### src/hw/rtl/tsc_pkg.sv
// Shared types, widths and helper functions for the Taylor sine/cosine pipeline.
package tsc_pkg;

   localparam int DEF_HIGHEST_POWER = 30;

   localparam int ANGLE_W = 31;
   localparam int VALUE_W = 32;
   localparam int FRAC_BITS = 36;
   localparam int TERM_W = 45;
   localparam int ACC_W = 50;

   localparam logic ACTION_SINE = 1'b0;
   localparam logic ACTION_COSINE = 1'b1;

   // Sign pattern of a series term, chosen by the power modulo four.
   localparam logic [1:0] PHASE_EVEN_PLUS = 2'd0;
   localparam logic [1:0] PHASE_ODD_PLUS = 2'd1;
   localparam logic [1:0] PHASE_EVEN_MINUS = 2'd2;
   localparam logic [1:0] PHASE_ODD_MINUS = 2'd3;

   localparam logic [TERM_W-1:0] ONE_TERM = TERM_W'(64'd1 << FRAC_BITS);
   localparam logic signed [ACC_W-1:0] ACC_ONE = ACC_W'(64'd1 << FRAC_BITS);
   localparam logic signed [ACC_W-1:0] ACC_ROUND = ACC_W'(64'd32);
   localparam logic signed [VALUE_W-1:0] VALUE_ONE = 32'sd1073741824;

   typedef struct packed {
      logic action;
      logic [ANGLE_W-1:0] angle;
      logic signed [ACC_W-1:0] acc;
   } ctx_type;

   typedef struct packed {
      ctx_type ctx;
      logic [TERM_W-1:0] term;
   } lane_type;

   // Signed contribution of the term of the given power to the running sum.
   function automatic logic signed [ACC_W-1:0] term_contrib(
      input logic [4:0] power,
      input logic action,
      input logic [TERM_W-1:0] term
   );
      logic signed [ACC_W-1:0] mag;
      logic signed [ACC_W-1:0] result;
      mag = $signed({{(ACC_W-TERM_W){1'b0}}, term});
      result = '0;
      if (power[0] != action) begin
         case (power[1:0])
            PHASE_EVEN_PLUS: result = mag;
            PHASE_ODD_PLUS: result = mag;
            PHASE_EVEN_MINUS: result = -mag;
            PHASE_ODD_MINUS: result = -mag;
            default: result = '0;
         endcase
      end
      return result;
   endfunction

endpackage

### src/hw/rtl/tsc_finish.sv
// Last term of the sum, clamping to plus or minus one and rounding to Q2.30.
module tsc_finish #(
   parameter int POWER = 30
) (
   input logic clock,
   input logic reset,
   input logic advance,
   input logic in_valid,
   input tsc_pkg::lane_type in_lane,
   output logic out_valid,
   output logic signed [tsc_pkg::VALUE_W-1:0] out_value
);
   import tsc_pkg::*;

   logic sum_valid_ff;
   logic signed [ACC_W-1:0] sum_ff, sum_in;

   logic value_valid_ff;
   logic signed [VALUE_W-1:0] value_ff, value_in;
   logic signed [ACC_W-1:0] clamped, biased, shifted;

   assign sum_in = in_lane.ctx.acc
      + term_contrib(5'(POWER), in_lane.ctx.action, in_lane.term);

   always_comb begin
      if (sum_ff > ACC_ONE) begin
         clamped = ACC_ONE;
      end else if (sum_ff < -ACC_ONE) begin
         clamped = -ACC_ONE;
      end else begin
         clamped = sum_ff;
      end
      biased = clamped + ACC_ROUND;
      shifted = biased >>> 6;
      value_in = shifted[VALUE_W-1:0];
   end

   always_ff @(posedge clock) begin
      if (reset) begin
         sum_valid_ff <= 1'b0;
         value_valid_ff <= 1'b0;
      end else if (advance) begin
         sum_valid_ff <= in_valid;
         value_valid_ff <= sum_valid_ff;
      end
   end

   always_ff @(posedge clock) begin
      if (advance) begin
         sum_ff <= sum_in;
         value_ff <= value_in;
      end
   end

   assign out_valid = value_valid_ff;
   assign out_value = value_ff;

endmodule

### config.mk
export PLATFORM = sky130hd
export DESIGN_NAME = tsc_finish
export DESIGN_NICKNAME = d
export VERILOG_FILES = /design/src/hw/rtl/tsc_pkg.sv /design/src/hw/rtl/tsc_finish.sv
export SDC_FILE = /design/constraint.sdc
export NUM_CORES = 1
export LEC_CHECK = 0
export ABC_CLOCK_PERIOD_IN_PS = 6100
export BUFFER_PORTS_ARGS = -buffer_cell sky130_fd_sc_hd__buf_4
export CAP_MARGIN = 20
export CORE_AREA = 2 2 159 161
export DETAILED_ROUTE_END_ITERATION = 10
export DIE_AREA = 0 0 161 163
export GPL_TIMING_DRIVEN = 0
export PLACE_DENSITY = 0.58
export SYNTH_ARGS = -nofsm -noshare
export SYNTH_HDL_FRONTEND = slang
export SYNTH_SLANG_ARGS = --single-unit
export TNS_END_PERCENT = 10
### constraint.sdc
create_clock -name clock -period 6.1 [get_ports clock]
set_input_delay 0.915 -clock clock [delete_from_list [all_inputs] [get_ports clock]]
set_output_delay 0.915 -clock clock [all_outputs]
set_load 0.02 [all_outputs]
# Word-level counts from Yosys, hierarchy flattened
# Index checks and enable logic that the tools add are counted.
# W data, S select, Z words.
[classes]
order_cmp = 2
n_addsub = 3
n_mux = 3
[ops]
columns = ["op", "n"]
rows = [
  ["$mux W38", 2],
  ["$add A50 B50 Y50", 1],
  ["$gt A50 B38 Y1 const B", 1],
  ["$lt A50 B37 Y1 const B", 1],
  ["$mux W50", 1],
  ["$neg A45 Y50", 1],
  ["$add A38 B7 Y38 const B", 1],
]
[totals]
input_bits = 131
register_bits = 84

# Longest topological paths before layout
# Gate-level depths: netlist of run 1.
[depth]
word_depth = 4
depth_mapped = 18
mapped_depth_nobuf = 17

# Worst setup path before layout of run 1
# No wires, ideal clock.
[synth_path]
path_kind = "input to register"
from = "input port in_lane[23] (netlist bit)"
to = "register sum_ff[46] (data pin)"
path_slack_ps = 1520
arrival_ps = 4320
setup_ps = 260
required_ps = 5840
path_stages = 15
path_buffers = 0
path_cell_list = "nor4_1 > nand4bb_1 > nor3_1 > nand3_1 > and2_1 > nor3_1 > ha_1 > a21o_1 > a21o_1 > a21o_1 > or4_1 > o21ba_2 > nand4_1 > a311o_1 > xnor2_1"
[synth_via]
elab_chain_len = 3
[synth_lines]
columns = ["element", "line", "text"]
rows = [
  ["start: declaration", "tsc_finish.sv:9", "input tsc_pkg::lane_type in_lane,"],
  ["$neg A45 Y50", "tsc_pkg.sv:51", "PHASE_EVEN_MINUS: result = -mag;"],
  ["$mux W50", "tsc_pkg.sv:47", "if (power[0] != action) begin"],
  ["$add A50 B50 Y50", "tsc_finish.sv:23", "+ term_contrib(5'(POWER), in_lane.ctx.action, in_lane.term);"],
  ["named net sum_in[46]", "tsc_finish.sv:16", "logic signed [ACC_W-1:0] sum_ff, sum_in;"],
  ["end signal: assignment", "tsc_finish.sv:50", "sum_ff <= sum_in;"],
  ["end: declaration", "tsc_finish.sv:16", ""],
]
# The timed path passes the listed nets, and every way through them passes these cells.
# A chain may end at the register's enable or synchronous reset.

# Worst setup path in the final report of run 1
[layout_path]
from = "input port in_lane[5] (netlist bit)"
to = "register sum_ff[46] (data pin)"
# Same word-level chain as after synthesis.

==> metrics, run 1 <==
Post-Synthesis Cell Area 7301 um^2; VDD IR max 0.0001477 V; Tcrit/Tclk final 87.95%; delay-heaviest family, CP simple AND/OR/NAND/NOR gates; post-layout worst setup margin 735.3 ps; Worst Skew 8.458 ps; share of post-route cells with drive strength above 1 16.10%; Synth Flop Type edfxtp_1; Sum Neg Setup Slack 0 ps; H-tree depth 3; Yosys Warn Count 0; CTS Buffer Depth 2; unrepaired setup endpoints after global routing false; DR top layer met4; Max Fanout on Critical Path 8; fmax 186.4 MHz; post-route ant nets 0; io pins 164; total grt overflow 0; Synth Area per Inst 8.630 um^2; clock tree sinks 84; post-place setup slack 435.1 ps; HPWL Detailed 16260 um; Iteration-0 DRC Markers 349; Worst EP arrival 5430 ps; Port Buffers 132; number of CTS-inserted buffers 9; Slew headroom 33.88%; NetSw 0.5798 mW; max-slew violation count 0; # DRC 0; Reg area 2502 um^2; commonest cells after routing, fill and taps aside 132 x buf_4, 124 x nor2_1, 85 x nand2_1; post-cts sizing count 0; CP max-delay cell nor3_1; Setup crit start kind input pin; routed vias/inst 4.907; largest cells by area after synthesis edfxtp_1 34%, ha_1 8.7%, xnor2_1 6.8%; nets 1172; critical path's most frequent cell nand2_1; crit path buf inv count 2; top-area cell type share of the netlist area 33.73%; met2 wire len 8589 um; leak pwr 3.641 nW; first-pass GRT wire length 31340 um; met3 wire len 629 um; M1 wire length 9709 um; row count 58; Power Density 211.5 nW/um^2; HP Start sum_valid_ff; CTS tree yes; endpoints failing setup 0; Post-synth EDFFs 82; hold crit path type flop to flop; placed cell count 1308; syn_nets 1029; max-cap viol count 0; die area 26240 um^2; first drt pass iteration count 5; Final Hold Viols 0; DR WL/cell 14.61 um; Layout area overhead 23.55%; register area share after synthesis 34.28%; ys async rst share 0%; Antenna Cells 0; most common cell after layout, fill and taps aside buf_4; vias in the first global route 6173; CP required 6170 ps; cell internal pwr 1.327 mW; post-route minimum period 5365 ps; routed vias 6497; antenna violations before repair 0; Clock Tree Root clkbuf_16; count of cell types in the netlist 66; clk slew on worst S/H paths 60 ps; initial core utilization 29.59%; Largest stage delay, worst path 570 ps; gr usage total 14.64%; Post-CTS Setup Inserts 0; status finished clean; core area 24670 um^2; footprint of the multi-input gates 4643 um^2; area leader, netlist edfxtp_1; sequential power share 41.6%; final std cells w/o fill 1324; Util after Layout 36.56%; RR Startpoint sum_ff[26]; worst skew pair latency 340 ps; WS Path Type input pin to flop; Final Hold Slack 496.5 ps; chip width 161 um; post-synthesis register bit count 84; Comb power frac 28.9%; hold_buf cts 0; routability cong. 0.8568; crit-path cells buf_4, nor4_2, nand4b_1, nor3_1, nand2_1, xnor2_1, nor2_1, ha_1, clkbuf_1, nand2_1, nor4_1, nand2_1, a311oi_1, o21ba_2, nand4_1, a311o_1, xnor2_1; Cells after Synth 846; wirelength, routed 19350 um; Die H 163 um; fillers 2586; Critical Path Sink Type flop; Least-Margin Pin Slew 991.7 ps; Clk network pwr share 29.5%; Sw Ratio 30.40%; Setup crit start in_lane[5]; largest net degree at the start of global routing 85
## tightest hold or removal path: cells and delay by family (launching register included)
family	cells	cell delay, ps
AND/OR/NAND/NOR	1	70
multiplexers	1	70
flip-flops	1	320
## layer usage
metal  track usage [%]  vias to the layer above
li1                  -                     3395
met3             1.426                       24
met1             20.73                     2919
met2             23.53                      159
met5                 0                        -
met4             4.708                        0
## per-stage QoR
stage | total power, mW | cell area [um^2]
3_3_place_gp | 1.350 | 8705
5_1_grt | 2.007 | 9020
3_5_place_dp | 1.354 | 8705
6_report | 1.907 | 9020
4_1_cts | 1.915 | 9020
2_1_floorplan | 1.142 | 7301
## Yosys cell counts (2+ instances only)
| library cell | number |
|---|---|
| o21a_1 | 6 |
| or4_1 | 5 |
| xor2_1 | 55 |
| nand2_1 | 85 |
| xnor2_1 | 57 |
| o41ai_1 | 2 |
| nor4_1 | 21 |
| nand3b_1 | 2 |
| nand2b_1 | 9 |
| nand3_1 | 24 |
| dfxtp_1 | 2 |
| o21ai_0 | 30 |
| a41oi_1 | 2 |
| nor4b_1 | 2 |
| edfxtp_1 | 82 |
| and2_1 | 6 |
| o211ai_1 | 8 |
| nor2b_1 | 7 |
| o21bai_1 | 10 |
| nor2_1 | 124 |
| ha_1 | 51 |
| nor4_2 | 2 |
| inv_1 | 21 |
| a31oi_1 | 9 |
| a2111oi_0 | 4 |
| and3_1 | 15 |
| clkbuf_1 | 18 |
| nand4b_1 | 2 |
| mux2i_1 | 3 |
| a211oi_1 | 6 |
| or3_1 | 5 |
| o31ai_1 | 6 |
| nand4_1 | 20 |
| nor3_1 | 28 |
| or2_2 | 2 |
| a21o_1 | 21 |
| a21oi_1 | 63 |
| a21boi_0 | 3 |
## final timing paths
check,slack (ps),depth (start not counted),to
min reg2reg,500,2,sum_valid_ff
max,740,17,sum_ff[46]
min,500,2,sum_valid_ff
max reg2reg,1930,12,out_value[31]
## power by group through the flow
stage | registers [mW] | clock network, mW | logic [mW]
2_1_floorplan | 0.812 | 0 | 0.330
3_3_place_gp | 0.804 | 0 | 0.547
6_report | 0.794 | 0.563 | 0.550
5_1_grt | 0.803 | 0.591 | 0.613
4_1_cts | 0.794 | 0.570 | 0.551
3_5_place_dp | 0.806 | 0 | 0.548
## layout make-up
type                    count  share of cell area, %
multi-input cells         721                  51.48
flip-flops and latches     84                  27.74
repair buffers            132                  10.99
well taps                 330                  4.578
clock buffers              10                  2.538
clock inverters             6                 0.9571
inverters                  22                 0.9155
plain buffers              19                 0.8045
## flip-flops by register name (all words and copies together), names as in the netlist
name / flops
out_value: 32
sum_valid_ff: 1
sum_ff: 50
out_valid: 1
## kinds of logic (layout without fill, tap and decap cells)
logic type               after synthesis  after routing  synth area share (%)
multiplexers                           3              3                0.4113
XOR/XNOR                             112            112                 13.44
buffers and inverters                 41            189                 2.125
AND/OR/NAND/NOR                      369            369                 24.64
AO/OA/AOI/OAI                        185            185                 16.09
adder cells (fa/ha/maj)               52             52                 9.015
flip-flops                            84             84                 34.28
Note: power is estimated with default switching activity, not from simulation.
==> run 2: changes to the inputs <==
Settings changed: ABC_CLOCK_PERIOD_IN_PS 6100 to 5220, PLACE_DENSITY 0.58 to unset, SLEW_MARGIN set to 10.
Clock period 6.1 ns to 5.22 ns, I/O delays scaled along.
==> metrics, run 2 (synthesis gave the netlist of run 1 again) <==
io pins 164; Power Density 235.4 nW/um^2; Final Hold Viols 0; nets 1173; post-route minimum period 4787 ps; fmax 208.9 MHz; WS Path Type input pin to flop; CTS Buffer Depth 2; largest net degree at the start of global routing 85; Util after Layout 36.59%; post-route ant nets 0; largest reg by FF count sum_ff; M2 GR Usage 22.61%; Slew headroom 32.57%; most common cell after layout, fill and taps aside buf_4; Largest register FFs 50; unrepaired setup endpoints after global routing false; fillers 2566; Critical Path Sink Type flop; first drt pass iteration count 5; HPWL Detailed 16100 um; row count 58; endpoints failing setup 0; worst skew pair latency 340 ps; GR Util met3 1.783%; Port Buffers 132; Sum Neg Setup Slack 0 ps; Least-Margin Pin Slew 1002 ps; Worst EP arrival 4860 ps; gr busiest metal met2; antenna violations before repair 0; met1 Track Usage GR 20.73%; vias in the first global route 6184; Antenna Cells 0; clk slew on worst S/H paths 50 ps; Layout area overhead 23.65%; Clock Tree Root clkbuf_16; CP required 5290 ps; routability cong. 0.8698; CTS tree yes; hold_buf cts 0; Setup crit start kind input pin; Worst Skew 6.456 ps; die area 26240 um^2; max-cap viol count 0; H-tree depth 3; VDD IR max 0.0001283 V; leak pwr 3.655 nW; commonest cells after routing, fill and taps aside 133 x buf_4, 124 x nor2_1, 85 x nand2_1; chip width 161 um; initial core utilization 29.59%; Max Fanout on Critical Path 7; hold crit path type flop to flop; wirelength, routed 19120 um; # DRC 0; first-pass GRT wire length 31230 um; core area 24670 um^2; max-slew violation count 0; DR WL/cell 14.43 um; share of post-route cells with drive strength above 1 16.78%; routed vias/inst 4.875; Tcrit/Tclk final 91.71%; total grt overflow 0; gr usage total 14.62%; Iteration-0 DRC Markers 422; Die H 163 um; clock tree sinks 84; number of CTS-inserted buffers 9; status finished clean; total power 2.125 mW; Final Hold Slack 495.5 ps; routed vias 6459
## run 2: cell types whose count changed in the layout (fill, tap and decap cells not counted), sizes merged
cell	delta
buf	+1
bufinv	-2
clkinv	+1
clkinvlp	+1
## run 2: final cells by class
cell class / count / area [um^2] / share of cell area [%]
Timing Repair Buffer: 133 / 998.5 / 11.06
Sequential cell: 84 / 2502 / 27.72
Inverter: 22 / 82.58 / 0.9148
Clock buffer: 10 / 229.0 / 2.536
Clock inverter: 6 / 38.79 / 0.4297
Buffer: 19 / 72.57 / 0.8039
Multi-Input combinational cell: 721 / 4691 / 51.96
Tap cell: 330 / 412.9 / 4.574
## run 2: worst paths after layout
kind | startpoint | endpoint | slack [ps] | cells after the start
max | in_lane[5] | sum_ff[45] | 430 | 17
min | sum_valid_ff | sum_valid_ff | 500 | 2
max reg2reg | sum_ff[26] | out_value[31] | 1050 | 12
min reg2reg | sum_valid_ff | sum_valid_ff | 500 | 2
## run 2: layer usage
layer,share of wire (%),wire [um]
met5,0,0
met4,3.1,588
met3,3.8,723
met2,43,8269
met1,50,9533
## run 2: what timing repair did
item	4_1_cts	5_1_grt
endpoints found under the setup margin	1	9
gates resized for setup	1	7
buffers inserted	0	1
pin swaps	0	1
## run 2: power breakdown
part | total (mW) | switching (mW) | internal, mW | leakage [nW]
clock | 0.556 | 0.236 | 0.321 | 0.130
sequential | 0.927 | 0.0673 | 0.860 | 0.840
combinational | 0.642 | 0.369 | 0.273 | 2.68
total | 2.13 | 0.672 | 1.45 | 3.65
## run 2: worst max-delay path, cell delays in order
cell and delay [ps]:
buf_4 120, nor4_2 440, nand4b_1 140, buf_4 200
nor2_1 290, xor2_1 190, nor2_1 70, ha_1 280
clkbuf_1 310, a21oi_2 170, o311ai_0 120, a21boi_0 190
a2111oi_0 630, o22ai_1 290, o21bai_1 300, a21boi_0 150
xnor2_1 170
## run 2: stage by stage
stage / instances / setup WS [ps] / cell area, um^2
2_1_floorplan: 846 / 772.2 / 7301
3_3_place_gp: 1308 / -376.7 / 8705
3_5_place_dp: 1308 / -360.6 / 8705
4_1_cts: 1324 / 51.71 / 8977
5_1_grt: 1325 / 37.31 / 9027
6_report: 1325 / 432.9 / 9027
