File: config.mk
export PLATFORM = sky130hd
export DESIGN_NAME = tsc_term
export DESIGN_NICKNAME = d
export VERILOG_FILES = /design/src/hw/rtl/tsc_pkg.sv /design/src/hw/rtl/tsc_term.sv
export SDC_FILE = /design/constraint.sdc
export NUM_CORES = 2
export LEC_CHECK = 0
export ABC_AREA = 0
export BUFFER_PORTS_ARGS = -buffer_cell sky130_fd_sc_hd__buf_2
export CAP_MARGIN = 20
export CORE_MARGIN = 2
export CORE_UTILIZATION = 55
export CTS_CLUSTER_DIAMETER = 30
export CTS_CLUSTER_SIZE = 20
export DETAILED_ROUTE_END_ITERATION = 7
export PLACE_DENSITY = 0.72
export SYNTH_ARGS = -nofsm -noshare
export SYNTH_HDL_FRONTEND = slang
export SYNTH_SLANG_ARGS = --single-unit
export TNS_END_PERCENT = 30
File: constraint.sdc
create_clock -name clock -period 8.2 [get_ports clock]
set_input_delay 0 -clock clock [delete_from_list [all_inputs] [get_ports clock]]
set_output_delay 0 -clock clock [all_outputs]
set_load 0.1 [all_outputs]
File: src/hw/rtl/tsc_pkg.sv
// Shared types, widths and helper functions for the Taylor sine/cosine pipeline.
package tsc_pkg;

   localparam int DEF_HIGHEST_POWER = 30;

   localparam int ANGLE_W = 31;
   localparam int VALUE_W = 32;
   localparam int FRAC_BITS = 36;
   localparam int TERM_W = 45;
   localparam int ACC_W = 50;

   localparam logic ACTION_SINE = 1'b0;
   localparam logic ACTION_COSINE = 1'b1;

   // Sign pattern of a series term, chosen by the power modulo four.
   localparam logic [1:0] PHASE_EVEN_PLUS = 2'd0;
   localparam logic [1:0] PHASE_ODD_PLUS = 2'd1;
   localparam logic [1:0] PHASE_EVEN_MINUS = 2'd2;
   localparam logic [1:0] PHASE_ODD_MINUS = 2'd3;

   localparam logic [TERM_W-1:0] ONE_TERM = TERM_W'(64'd1 << FRAC_BITS);
   localparam logic signed [ACC_W-1:0] ACC_ONE = ACC_W'(64'd1 << FRAC_BITS);
   localparam logic signed [ACC_W-1:0] ACC_ROUND = ACC_W'(64'd32);
   localparam logic signed [VALUE_W-1:0] VALUE_ONE = 32'sd1073741824;

   typedef struct packed {
      logic action;
      logic [ANGLE_W-1:0] angle;
      logic signed [ACC_W-1:0] acc;
   } ctx_type;

   typedef struct packed {
      ctx_type ctx;
      logic [TERM_W-1:0] term;
   } lane_type;

   // Signed contribution of the term of the given power to the running sum.
   function automatic logic signed [ACC_W-1:0] term_contrib(
      input logic [4:0] power,
      input logic action,
      input logic [TERM_W-1:0] term
   );
      logic signed [ACC_W-1:0] mag;
      logic signed [ACC_W-1:0] result;
      mag = $signed({{(ACC_W-TERM_W){1'b0}}, term});
      result = '0;
      if (power[0] != action) begin
         case (power[1:0])
            PHASE_EVEN_PLUS: result = mag;
            PHASE_ODD_PLUS: result = mag;
            PHASE_EVEN_MINUS: result = -mag;
            PHASE_ODD_MINUS: result = -mag;
            default: result = '0;
         endcase
      end
      return result;
   endfunction

endpackage

File: src/hw/rtl/tsc_term.sv
// One series term: angle multiply, rounding add and three-digit division by the power.
module tsc_term #(
   parameter int POWER = 1
) (
   input logic clock,
   input logic reset,
   input logic advance,
   input logic in_valid,
   input tsc_pkg::lane_type in_lane,
   output logic out_valid,
   output tsc_pkg::lane_type out_lane
);
   import tsc_pkg::*;

   localparam logic [75:0] HALF_ADD = 76'(POWER / 2) << 28;
   localparam logic [26:0] RECIP = 27'(((64'd1 << 26) + 64'(POWER) - 64'd1) / 64'(POWER));
   localparam logic [20:0] DIVISOR = 21'(POWER);

   // Exact floor(v / POWER) for v below 2^21 by a rounded-up reciprocal.
   function automatic logic [20:0] digit_quo(input logic [20:0] v);
      logic [47:0] prod;
      prod = 48'(v) * 48'(RECIP);
      return prod[46:26];
   endfunction

   // Stage 1: partial products of the previous term and the angle.
   logic s1_valid_ff;
   ctx_type s1_ctx_ff, s1_ctx_in;
   logic [43:0] s1_hi_ff, s1_hi_in;
   logic [62:0] s1_lo_ff, s1_lo_in;

   // Stage 2: product scaled to Q.36 with half the divisor added.
   logic s2_valid_ff;
   ctx_type s2_ctx_ff;
   logic [47:0] s2_num_ff, s2_num_in;
   logic [75:0] s2_sum;

   // Stages 3 to 5: one 16-bit digit of the quotient each.
   logic s3_valid_ff;
   ctx_type s3_ctx_ff;
   logic [15:0] s3_quo_ff, s3_quo_in;
   logic [4:0] s3_rem_ff, s3_rem_in;
   logic [31:0] s3_low_ff;
   logic [20:0] s3_part, s3_q;

   logic s4_valid_ff;
   ctx_type s4_ctx_ff;
   logic [31:0] s4_quo_ff, s4_quo_in;
   logic [4:0] s4_rem_ff, s4_rem_in;
   logic [15:0] s4_low_ff;
   logic [20:0] s4_part, s4_q;

   logic s5_valid_ff;
   lane_type s5_lane_ff, s5_lane_in;
   logic [20:0] s5_part, s5_q;
   logic [47:0] s5_quo;

   always_comb begin
      s1_ctx_in = in_lane.ctx;
      s1_ctx_in.acc = in_lane.ctx.acc
         + term_contrib(5'(POWER - 1), in_lane.ctx.action, in_lane.term);
      s1_hi_in = 44'(in_lane.term[TERM_W-1:32]) * 44'(in_lane.ctx.angle);
      s1_lo_in = 63'(in_lane.term[31:0]) * 63'(in_lane.ctx.angle);
   end

   always_comb begin
      s2_sum = {s1_hi_ff, 32'd0} + 76'(s1_lo_ff) + HALF_ADD;
      s2_num_in = s2_sum[75:28];
   end

   always_comb begin
      s3_part = {5'd0, s2_num_ff[47:32]};
      s3_q = digit_quo(s3_part);
      s3_quo_in = s3_q[15:0];
      s3_rem_in = 5'(s3_part - s3_q * DIVISOR);
   end

   always_comb begin
      s4_part = {s3_rem_ff, s3_low_ff[31:16]};
      s4_q = digit_quo(s4_part);
      s4_quo_in = {s3_quo_ff, s4_q[15:0]};
      s4_rem_in = 5'(s4_part - s4_q * DIVISOR);
   end

   always_comb begin
      s5_part = {s4_rem_ff, s4_low_ff};
      s5_q = digit_quo(s5_part);
      s5_quo = {s4_quo_ff, s5_q[15:0]};
      s5_lane_in.ctx = s4_ctx_ff;
      s5_lane_in.term = s5_quo[TERM_W-1:0];
   end

   always_ff @(posedge clock) begin
      if (reset) begin
         s1_valid_ff <= 1'b0;
         s2_valid_ff <= 1'b0;
         s3_valid_ff <= 1'b0;
         s4_valid_ff <= 1'b0;
         s5_valid_ff <= 1'b0;
      end else if (advance) begin
         s1_valid_ff <= in_valid;
         s2_valid_ff <= s1_valid_ff;
         s3_valid_ff <= s2_valid_ff;
         s4_valid_ff <= s3_valid_ff;
         s5_valid_ff <= s4_valid_ff;
      end
   end

   always_ff @(posedge clock) begin
      if (advance) begin
         s1_ctx_ff <= s1_ctx_in;
         s1_hi_ff <= s1_hi_in;
         s1_lo_ff <= s1_lo_in;
         s2_ctx_ff <= s1_ctx_ff;
         s2_num_ff <= s2_num_in;
         s3_ctx_ff <= s2_ctx_ff;
         s3_quo_ff <= s3_quo_in;
         s3_rem_ff <= s3_rem_in;
         s3_low_ff <= s2_num_ff[31:0];
         s4_ctx_ff <= s3_ctx_ff;
         s4_quo_ff <= s4_quo_in;
         s4_rem_ff <= s4_rem_in;
         s4_low_ff <= s3_low_ff[15:0];
         s5_lane_ff <= s5_lane_in;
      end
   end

   assign out_valid = s5_valid_ff;
   assign out_lane = s5_lane_ff;

endmodule

# Yosys cells after proc, flatten, opt, wreduce, memory -nomap -nowiden
# Cells that the tools add are included.
# W data, S select, Z words.
word_totals:
  n_memories: 0
  ff_bits: 699
  mem_bits_ro: 0
  wordCells: 33
  ramBits: 0
  inputBits: 131
  out_inout_bits: 128
  latchBits: 0
op_classes:
  mux: 1
  mul: 2
  eq_ne: 0
  shifts: 0
  bitwise_logic: 0
  n_addsub: 2
  n_lt_le_gt_ge: 0
  reduce_logical: 0
  div_mod_pow: 0
ops:
  columns: ["operator", "count"]
  rows:
  - ["$add A73 B63 Y73", 1]
  - ["$mul A32 B31 Y63", 1]
  - ["$add A50 B46 Y50", 1]
  - ["$mux W45", 1]
  - ["$mul A13 B31 Y41", 1]

# Longest topological paths before layout
logic_depth:
  ltp_word: 2
  depth_mapped: 32
  mapped_depth_nobuf: 30

# Worst setup path after synthesis
# No wires, ideal clock.
synth_timing:
  kind: "input port to flip-flop"
  startpoint: "input in_lane[102] (netlist name)"
  endpoint: "register s1_lo_ff[62], data pin"
  path_buffers: 2
  required_ns: 7.940
  slack_ns: 0.883
  stages: 26
  setup_time_ns: 0.260
  arrival_time_ns: 7.057
  path_cell_list: "clkbuf_1 > clkbuf_1 > and2_1 > fa_1 > fa_1 > inv_1 > fa_1 > fa_1 > fa_1 > inv_1 > fa_1 > fa_1 > fa_1 > ha_1 > nand4_1 > nor3_1 > nand3_1 > a211oi_1 > a2111oi_4 > a31oi_1 > a21oi_2 > o31ai_1 > o311ai_1 > a21oi_1 > nor2_1 > xnor2_1"
synth_via:
  elab_chain_len: 1
synth_rtl:
  columns: ["element", "line_no", "rtl"]
  rows:
  - ["from (decl)", "tsc_term.sv:9", "input tsc_pkg::lane_type in_lane,"]
  - ["$mul A32 B31 Y63", "tsc_term.sv:63", "s1_lo_in = 63'(in_lane.term[31:0]) * 63'(in_lane.ctx.angle);"]
  - ["named net s1_lo_in[62]", "tsc_term.sv:30", "logic [62:0] s1_lo_ff, s1_lo_in;"]
  - ["to (signal assigned)", "tsc_term.sv:113", "s1_lo_ff <= s1_lo_in;"]
  - ["to (decl)", "tsc_term.sv:30", null]
# The timed path passes the listed nets, and every way through them passes these cells.
# A chain may end at the register's enable or synchronous reset.

# Worst setup path after layout
layout_timing:
  startpoint: "input in_lane[104] (netlist name)"
  endpoint: "register s1_lo_ff[58], data pin"
# The elaborated chain is that of the path after synthesis.

==> results.md <==
- DRC violation count after routing: 0
- Slew margin rel.: 17.8%
- Number of pins exceeding their max-slew limit in the final report: 0
- Setup repair after global routing missed its margin: false
- WP buf/inv: 8
- Number of antenna violations at the first check in global routing: 6
- Count of flip-flops with a built-in enable after synthesis: 666
- Final setup TNS: 0 ps
- Routed wirelength normalized by instance count: 20.3 um
- Most used flip-flop cell after synthesis: edfxtp_1
- Overall die width: ~350 um
- Final hold violation count: 0
- Sequential fraction of the synthesis area: roughly 30%
- Hold crit path type: input port to flip-flop
- Final critical-path setup slack: 247 ps
- Worst hold start: in_lane[117]
- Clock Path Buffers: 3
- Data arrival time of the critical path: 8450 ps
- Endpoint required time on the critical path: 8690 ps
- Synth-to-Final Area Change: 13.7%
- Number of port buffers: about 260
- Clock transition at the register clock pins on the worst setup and hold paths after CTS: 50 ps
- Placer Congestion: 0.917
- TritonCTS clock tree: yes
- Number of top-level pins: 259
- Die Ht: 354 um
- Detailed-route via count: 44299
- Maximum frequency from static timing analysis: ~130 MHz
- DIE AREA: 125000 um^2
- Fillers: around 9500
- Number of cells traversed by the worst register-to-register path: 13
- Slowest-stage cell, CP: fa_1
- Total wirelength of the detailed-routed design: 165000 um
- Total placed cells including tap cells: roughly 7700
- Critical path endpoint: s1_lo_ff[58]
- Number of setup violations in the final report: 0
- R2r setup slk: between 4000 and 5000 ps
- Total track usage: a little over a quarter
- Net count after synthesis: 7756
- Stages on the worst setup path: 28
- Shortest clock period the worst path allows after layout: 7950 ps
- Layout Skew: approximately 51 ps
- Dpl hpwl: approximately 120000 um
- Post-synthesis instance total: 6037
- Layout cell share with drive strength beyond 1: 9.84%
- Pin count of the biggest net entering global routing: 227
- Element type at the critical path end: flip-flop
- Maximum single-stage delay on the critical path: 550 ps
- Capture point of the worst reg-to-reg path: s2_num_ff[38]
- Start point of the critical path: in_lane[104]
- Multi-input gate area in the final layout: 41900 um^2
- CTS Buf Count: 137
- Number of H-tree levels: 4
- Reg-to-reg startpoint: s1_lo_ff[41]
- Max FO, Critical Path: 26
- Result of the run: complete, no violations
- Mean cell area of the mapped netlist: 11.1 um^2
- Share of synthesized registers carrying an async set or reset: 0%
- Worst skew pair latency: 780 ps
- Most frequent cell on the critical path: fa_1
- Via count of the first global-routing pass: between 40000 and 50000
- Count of clock tree sinks: 671
- Global-route congestion overflow total: 0
- Netlist area before placement: 67300 um^2
- Fin nets: 8091
- Startpoint-to-endpoint class of the critical path: input port to flip-flop
- Cell row count: around 130
- Share of the clock period used by the worst path: 97.0%
- Family of cells with the greatest summed delay on the critical path: adder cells
- Core ar.: 122000 um^2
- Post-synthesis register bit count: 671
- Clock tree root buffer cell: clkbuf_16
- First-pass GRT wire length: 262000 um
- Maxcap violations: 0
- Drt pass-1 iters: 6
- Number of distinct library cells after synthesis: 68
- Transition time at the pin with the least slew margin: 1230 ps
- Post-Place Setup Slack: 59.6 ps
- Crit start category: input port
- Final Non-Filler Cells: 8116
- Starting DRT DRC Count: 3277
- Number of buffers added for setup after CTS: 0
- Seq. cell area: 20100 um^2
- Number of synthesis warnings: 0
- Initial core utilization: 55.4%
- Via density per instance: 5.46
- Remaining number of nets flagged by the antenna check after routing: 0
placed cells by master (no fill, tap or decap), types with 32 or more instances in the layout:
| master | netlist | layout |
|---|---|---|
| xnor2_1 | 113 | 113 |
| xor2_1 | 46 | 46 |
| inv_1 | 1109 | 1109 |
| buf_2 | 1 | 256 |
| buf_4 | 0 | 132 |
| nand4_1 | 32 | 32 |
| o21ai_0 | 60 | 60 |
| ha_1 | 404 | 404 |
| fa_1 | 1184 | 1184 |
| a21o_1 | 91 | 91 |
| dlygate4sd3_1 | 0 | 110 |
| and2_1 | 726 | 726 |
| nor2_1 | 73 | 73 |
| clkbuf_16 | 0 | 137 |
| nand3_1 | 37 | 37 |
| edfxtp_1 | 666 | 666 |
| a21oi_1 | 144 | 144 |
| nand2_1 | 785 | 785 |
state kept, by name (all words and copies together) (netlist names):
register     flops
out_lane       127
s1_ctx_ff       82
s2_ctx_ff       82
s3_ctx_ff       82
s4_ctx_ff       82
s2_num_ff       45
s1_hi_ff        41
s1_lo_ff        35
s3_low_ff       32
s4_quo_ff       29
s4_low_ff       16
s3_quo_ff       13
out_valid        1
s1_valid_ff      1
s2_valid_ff      1
s3_valid_ff      1
s4_valid_ff      1
cell type report:
cell class	instances	share of cell area, %
antenna	4	0.0131
clock buffer	149	4.54
clock inverter	105	1.79
inverter	1109	5.44
multi-input combinational	3947	54.7
sequential	671	26.3
tap	1625	2.66
timing repair buffer	506	4.59
worst register-to-register path, delay by kind of cell (launching register included):
kind	cells	cell delay (ps)
xor+xnor	1	80
flops	1	430
compound gates	9	2530
fa+ha+maj	1	390
simple gates	2	300
cells by family after synthesis:
logic type,Yosys count,share of synthesized area (%)
multiplexers,6,0.0892
AO/OA/AOI/OAI,441,4.22
XOR/XNOR,159,2.07
buffers and inverters,1419,7.94
adder cells (fa/ha/maj),1588,42.7
flip-flops,671,29.9
AND/OR/NAND/NOR,1753,13.1
Yosys cell counts, types with 6 or more instances:
| cell | instances | area share (%) |
|---|---|---|
| o21bai_1 | 15 | 0.17 |
| a31oi_1 | 16 | 0.15 |
| and3_1 | 14 | 0.13 |
| nor2b_1 | 26 | 0.24 |
| o21ai_0 | 60 | 0.45 |
| xnor2_1 | 113 | 1.5 |
| fa_1 | 1184 | 35 |
| a21boi_0 | 7 | 0.078 |
| a21o_1 | 91 | 1.0 |
| nand2_1 | 785 | 4.4 |
| xor2_1 | 46 | 0.60 |
| nor3_1 | 13 | 0.097 |
| nand3_1 | 37 | 0.28 |
| o211ai_1 | 7 | 0.078 |
| and2_1 | 726 | 6.7 |
| nor2_1 | 73 | 0.41 |
| a21oi_1 | 144 | 1.1 |
| ha_1 | 404 | 7.5 |
| inv_1 | 1109 | 6.2 |
| edfxtp_1 | 666 | 30 |
| buf_1 | 6 | 0.033 |
| a211oi_1 | 14 | 0.16 |
| clkbuf_1 | 301 | 1.7 |
| mux2i_1 | 6 | 0.089 |
| o21ai_1 | 18 | 0.13 |
| o21a_1 | 18 | 0.20 |
| nand4_1 | 32 | 0.30 |
| and4_1 | 7 | 0.091 |
| nand2b_1 | 22 | 0.20 |
repair_timing:
action / in CTS / in global routing
hold endpoints to repair: 172 / 0
hold buffers: 110 / 0
resized for setup: 0 / 1
setup endpoints to repair: 0 / 2
worst min path at each step:
| stage | endpoint | cells after the start |
|---|---|---|
| after detailed placement | s3_valid_ff | 2 |
| after floorplan | out_valid | 1 |
| final | s1_ctx_ff[72] | 2 |
| after CTS | s1_ctx_ff[74] | 2 |
| after global routing | s1_ctx_ff[72] | 2 |
| after global placement | out_valid | 2 |
stage by stage:
step	util, %	area [um^2]	hold slack (ps)
floorplan	-	67300	72.4
finish	63.0	76500	82.4
CTS	63.0	76500	9.80
detailed placement	58.1	70600	244
global route	63.0	76500	49.9
global placement	58.1	70600	226
per-layer routing:
metal  share of wire, %  GRT usage (%)  vias to the layer above
met5              0.041              0                        -
met2                 48           44.9                     1728
met4                5.0           12.6                       12
met3                7.5           5.25                      422
met1                 39           35.4                    22775
li1                   -              -                    19362
Power is left out: the tool's default activity adds up to more than one toggle a clock period on the data nets, which glitch-free logic cannot reach.
